===== src/sv/nci_pkg.sv =====
// Shared types and constants for the NMO correction and interpolation unit.
// Used by the top level, the front end and the back end; depends on nothing.
package nci_pkg;

  localparam int MaxSamples = 4096;
  localparam int AddrW      = $clog2(MaxSamples);
  localparam int SampleW    = 16;
  localparam int LenW       = AddrW + 1;
  localparam int TnW        = 45;   // time_origin + index * time_step
  localparam int AhW        = 43;   // |offset|
  localparam int QW         = 45;   // offset over velocity, Q29.16, below 2^45
  localparam int Q2W        = 90;

  typedef enum logic {
    CmdLoad    = 1'b0,
    CmdCompute = 1'b1
  } cmd_e;

  typedef enum logic [2:0] {
    RegTimeOrigin   = 3'd0,
    RegTimeStep     = 3'd1,
    RegOffsetOrigin = 3'd2,
    RegOffsetStep   = 3'd3,
    RegMuteScale    = 3'd4,
    RegTraceLength  = 3'd5
  } reg_e;

  typedef struct packed {
    logic        [31:0]   time_origin;
    logic        [31:0]   time_step;
    logic signed [31:0]   offset_origin;
    logic signed [31:0]   offset_step;
    logic        [31:0]   mute_scale;
    logic        [LenW-1:0] trace_length;
  } cfg_t;

  typedef struct packed {
    cmd_e                      cmd;
    logic        [AddrW-1:0]   idx;
    logic signed [SampleW-1:0] value;
    logic        [31:0]        vel;
    logic        [TnW-1:0]     tn;
    logic        [AhW-1:0]     ah;
  } entry_t;

endpackage


===== src/sv/nci_front.sv =====
// Front end: accepts commands, forms zero-offset time and absolute offset,
// and queues the words for the back end. Depends on nci_pkg.
module nci_front (
  input  logic                        clk_i,
  input  logic                        rst_ni,
  input  nci_pkg::cfg_t               cfg_i,
  input  logic                        start,
  output logic                        busy,
  input  logic                        command_i,
  input  logic [11:0]                 sample_index_i,
  input  logic signed [15:0]          sample_value_i,
  input  logic [31:0]                 velocity_i,
  input  logic [9:0]                  offset_index_i,
  output logic                        avail_o,
  output nci_pkg::entry_t             entry_o,
  input  logic                        pop_i
);

  nci_pkg::entry_t ent_q [2];
  nci_pkg::entry_t push_ent;
  logic            wr_ptr_q, wr_ptr_d, rd_ptr_q, rd_ptr_d;
  logic [1:0]      cnt_q, cnt_d;
  logic            push;
  logic signed [43:0] h_org, h_stp, h_idx, h;
  logic [43:0]     tn_full;

  assign busy    = (cnt_q == 2'd2);
  assign push    = start && !busy;
  assign avail_o = (cnt_q != 2'd0);
  assign entry_o = ent_q[rd_ptr_q];

  always_comb begin
    h_org   = 44'(cfg_i.offset_origin);
    h_stp   = 44'(cfg_i.offset_step);
    h_idx   = $signed({34'b0, offset_index_i});
    h       = h_org + h_idx * h_stp;
    tn_full = 44'(sample_index_i) * 44'(cfg_i.time_step);
    push_ent.cmd   = nci_pkg::cmd_e'(command_i);
    push_ent.idx   = sample_index_i;
    push_ent.value = sample_value_i;
    push_ent.vel   = velocity_i;
    push_ent.tn    = 45'(tn_full) + 45'(cfg_i.time_origin);
    push_ent.ah    = h[43] ? 43'(-h) : 43'(h);
  end

  always_comb begin
    wr_ptr_d = push  ? !wr_ptr_q : wr_ptr_q;
    rd_ptr_d = pop_i ? !rd_ptr_q : rd_ptr_q;
    cnt_d    = cnt_q + 2'(push) - 2'(pop_i);
  end

  always_ff @(posedge clk_i or negedge rst_ni) begin
    if (!rst_ni) begin
      wr_ptr_q <= 1'b0;
      rd_ptr_q <= 1'b0;
      cnt_q    <= 2'd0;
    end else begin
      wr_ptr_q <= wr_ptr_d;
      rd_ptr_q <= rd_ptr_d;
      cnt_q    <= cnt_d;
    end
  end

  always_ff @(posedge clk_i) begin
    if (push) begin
      ent_q[wr_ptr_q] <= push_ent;
    end
  end

endmodule


===== config.mk =====
export PLATFORM = sky130hd
export DESIGN_NAME = nci_front
export DESIGN_NICKNAME = d
export VERILOG_FILES = /design/src/sv/nci_pkg.sv /design/src/sv/nci_front.sv
export SDC_FILE = /design/constraint.sdc
export NUM_CORES = 2
export LEC_CHECK = 0
export ABC_AREA = 1
export BUFFER_PORTS_ARGS = -buffer_cell sky130_fd_sc_hd__buf_2
export CORE_ASPECT_RATIO = 0.75
export CORE_UTILIZATION = 62
export DETAILED_ROUTE_END_ITERATION = 8
export HOLD_SLACK_MARGIN = 0.08
export PLACE_DENSITY = 0.83
export SYNTH_ARGS = -nofsm -noshare
export SYNTH_HDL_FRONTEND = slang
export SYNTH_SLANG_ARGS = --single-unit

===== constraint.sdc =====
create_clock -name clk_i -period 9.5 [get_ports clk_i]
set_input_delay 0.475 -clock clk_i [delete_from_list [all_inputs] [get_ports clk_i]]
set_output_delay 0.475 -clock clk_i [all_outputs]
set_load 0.02 [all_outputs]

==> results.py <==
metrics = {
    "route": {
        "viasPerCell": 5.42,
        "drt_iter0_markers": 2737,
        "drcViolationCount": 0,
        "wl_um": 101000,
        "antenna_left": 0,
        "wl_per_cell_um": 18.5,
        "num_vias": 29700,
        "drtPass1Iterations": 6,
    },
    "cts": {
        "cts_max_level": 1,
        "root_buffer": "clkbuf_16",
        "cts_made_buffers": 31,
        "cts.clk_slew.worst_paths_ns": 0.07,
        "cts_buffer_depth": 3,
        "postCtsResizedCells": 0,
        "cts_sinks": 302,
        "clkLatencyLatePin_ns": 0.61,
        "cts_tree": "done",
    },
    "critical_path": {
        "worst-path-buf-inv": 6,
        "cp_max_fo": 34,
        "arrival_ns": 6.68,
        "crit_path_end_kind": "register",
        "cp_slowest_cell": "buf_2",
        "worstPathRequired_ns": 9.80,
        "max_stage_delay_ns": 0.57,
        "worstRegToRegCells": 6,
        "critPathTopFamily": "adder cells",
        "crit_cells": 25,
        "crit_top_cell": "nand2_1",
        "path_class": "in2reg",
        "startpoint_type": "input port",
    },
    "die": {
        "io-pin-count": 399,
        "die-area_um2": 63300,
        "die_h_um": 218,
        "initial_utilization_pct": 63.3,
        "rows": 78,
        "core_area_um2": 61000,
        "die_w_um": 290,
    },
    "placement": {
        "dp_hpwl_um": 79400,
        "pre_cts_ws_ns": 2.62,
        "routabilityCongestion": 0.972,
        "numPortBuffers": 353,
    },
    "sta": {
        "report.final.slew_viol_count": 0,
        "hold_violations": 0,
        "worst_slew_pin_slew_ns": 1.00,
        "period_minus_slack_ns": 6.37,
        "setup_viol": 0,
        "tns_ns": 0,
        "finalCritPeriodShare_pct": 67.1,
        "setup_slack_ns": 3.13,
        "rsz0062_at_grt": "no",
        "slew_headroom_pct": 33.3,
        "max_freq_mhz": 157,
        "finClkSkew_ns": 0.0377,
    },
    "final_layout": {
        "areaGrowthSynthToFinish_pct": 9.80,
        "layout.nets": 5728,
        "drive_gt1_share_pct": 12.6,
        "nFillCells": 4564,
    },
    "global_routing": {
        "grt_first_pass_wirelength_um": 163000,
        "grt_max_degree": 150,
        "gr-usage-all-layers_pct": 33.0,
        "antenna_found_initial": 6,
        "overflow": 0,
        "grt_pass1_vias": 30600,
    },
    "job": {
        "drv_cap": 0,
    },
    "yosys": {
        "syn_avg_cell_area_um2": 8.85,
        "synth_common_cells": "nand2_1, inv_1, fa_1, edfxtp_1, ha_1",
        "synth_fp_nets": 5440,
        "postSynthCellCount": 4362,
        "synth_seq_cells": 302,
        "synth_edf_count": 298,
        "synth_most_common_cell": "nand2_1",
        "ys.flop_type": "edfxtp_1",
        "synth.distinct_cells": 43,
        "synth.yosys.seq_area_share_pct": 23.4,
        "synth_top_cell_by_area": "fa_1",
        "synthTopCellsByArea": "fa_1, edfxtp_1, nand2_1",
        "synth_area_um2": 38600,
        "synthArstFlopShare_pct": 1.32,
        "yosysTopAreaCellShare_pct": 33.2,
        "yosysWarnings": 0,
    },
    "worst_hold_path": {
        "worst_hold_path_type": "in2reg",
        "hold_depth": 2,
    },
    "run_status": {
        "status": "finished clean",
    },
}
cell families (layout without fill, tap and decap cells):
family,after synthesis,count (layout),synth area share (%)
AND/OR/NAND/NOR,1512,1512,15.6
other,0,3,0
buffers and inverters,1305,1618,12.7
flip-flops,302,302,23.4
multiplexers,149,149,4.35
adder cells (fa/ha/maj),830,830,39.4
XOR/XNOR,83,83,1.88
AO/OA/AOI/OAI,181,181,2.64
cells in the final DEF (no fill, tap or decap), types with 5 or more instances in the layout:
| cell | n |
|---|---|
| nand2_2 | 15 |
| clkbuf_1 | 6 |
| nor3_1 | 17 |
| buf_2 | 353 |
| dlygate4sd3_1 | 50 |
| nand3_2 | 5 |
| mux2_2 | 149 |
| clkinv_1 | 7 |
| ha_1 | 190 |
| a31oi_1 | 17 |
| inv_1 | 1151 |
| edfxtp_1 | 298 |
| nor2_1 | 154 |
| a21oi_1 | 88 |
| nand3_1 | 78 |
| fa_1 | 640 |
| xnor2_1 | 22 |
| nand2_1 | 1194 |
| nand3b_1 | 11 |
| o21bai_1 | 5 |
| clkinv_2 | 5 |
| xor2_1 | 61 |
| o21ai_0 | 40 |
| nand4_1 | 20 |
| o21a_1 | 5 |
| clkbuf_16 | 31 |
| nor2_2 | 7 |
registers in the layout, summed over array words and instances, names as in the netlist:
register  count
cnt_q         2
ent_q       298
rd_ptr_q      1
wr_ptr_q      1
layer usage:
layer,vias up,global-route usage [%],routed length (µm)
met2,1632,49.3,43100
met5,-,0,27
met1,14400,48.5,43200
met3,188,7.86,11900
li1,13500,-,-
met4,4,9.06,2960
stage by stage:
stage | utilization, % | instances | hold slack (ns) | cell area [µm²]
finish | 69.5 | 5478 | 0.157 | 42400
global route | 69.5 | 5477 | 0.138 | 42400
CTS | 69.5 | 5475 | 0.140 | 42400
detailed placement | 67.0 | 5367 | 0.285 | 40800
global placement | 67.0 | 5367 | 0.282 | 40800
floorplan | - | 4362 | 0.179 | 38600
worst register-to-register path, cell delays in order, from the launching register on:
cell     delay (ns)
dfrtp_1        0.41
o21ai_0        0.76
ha_1           0.39
inv_1          0.06
ha_1           0.16
xnor2_1        0.16
xor2_1         0.19
worst paths after layout:
path / startpoint / end / slack (ns)
setup / recovery: offset_index_i[2] / ent_q[1][29]$_DFFE_PP_ / 3.13
hold / removal: pop_i / rd_ptr_q$_DFFE_PN0P_ / 0.16
setup reg to reg: cnt_q[0]$_DFF_PN0_ / cnt_q[1]$_DFF_PN0_ / 7.29
hold reg to reg: cnt_q[0]$_DFF_PN0_ / cnt_q[0]$_DFF_PN0_ / 0.57
max in group asynchronous: rst_ni / rd_ptr_q$_DFFE_PN0P_ / 9.12
min in group asynchronous: rst_ni / rd_ptr_q$_DFFE_PN0P_ / 0.25
final cells by class:
class                   count  area (µm²)  area share [%]
multi-input cells        2755       24600            58.1
flip-flops and latches    302        9050            21.4
inverters                1153        4330            10.2
repair buffers            407        2320            5.48
well taps                 800        1000            2.36
clock buffers              37         798            1.88
clock inverters            21         226           0.534
diodes                      3        7.51          0.0177
what timing repair did:
item	in CTS	in global routing
hold buffers	50	0
setup buffers	0	0
hold endpoints to repair	102	0
Power is not shown: default switching activity piles up to over one toggle a cycle in this logic, so the estimate is an artifact.
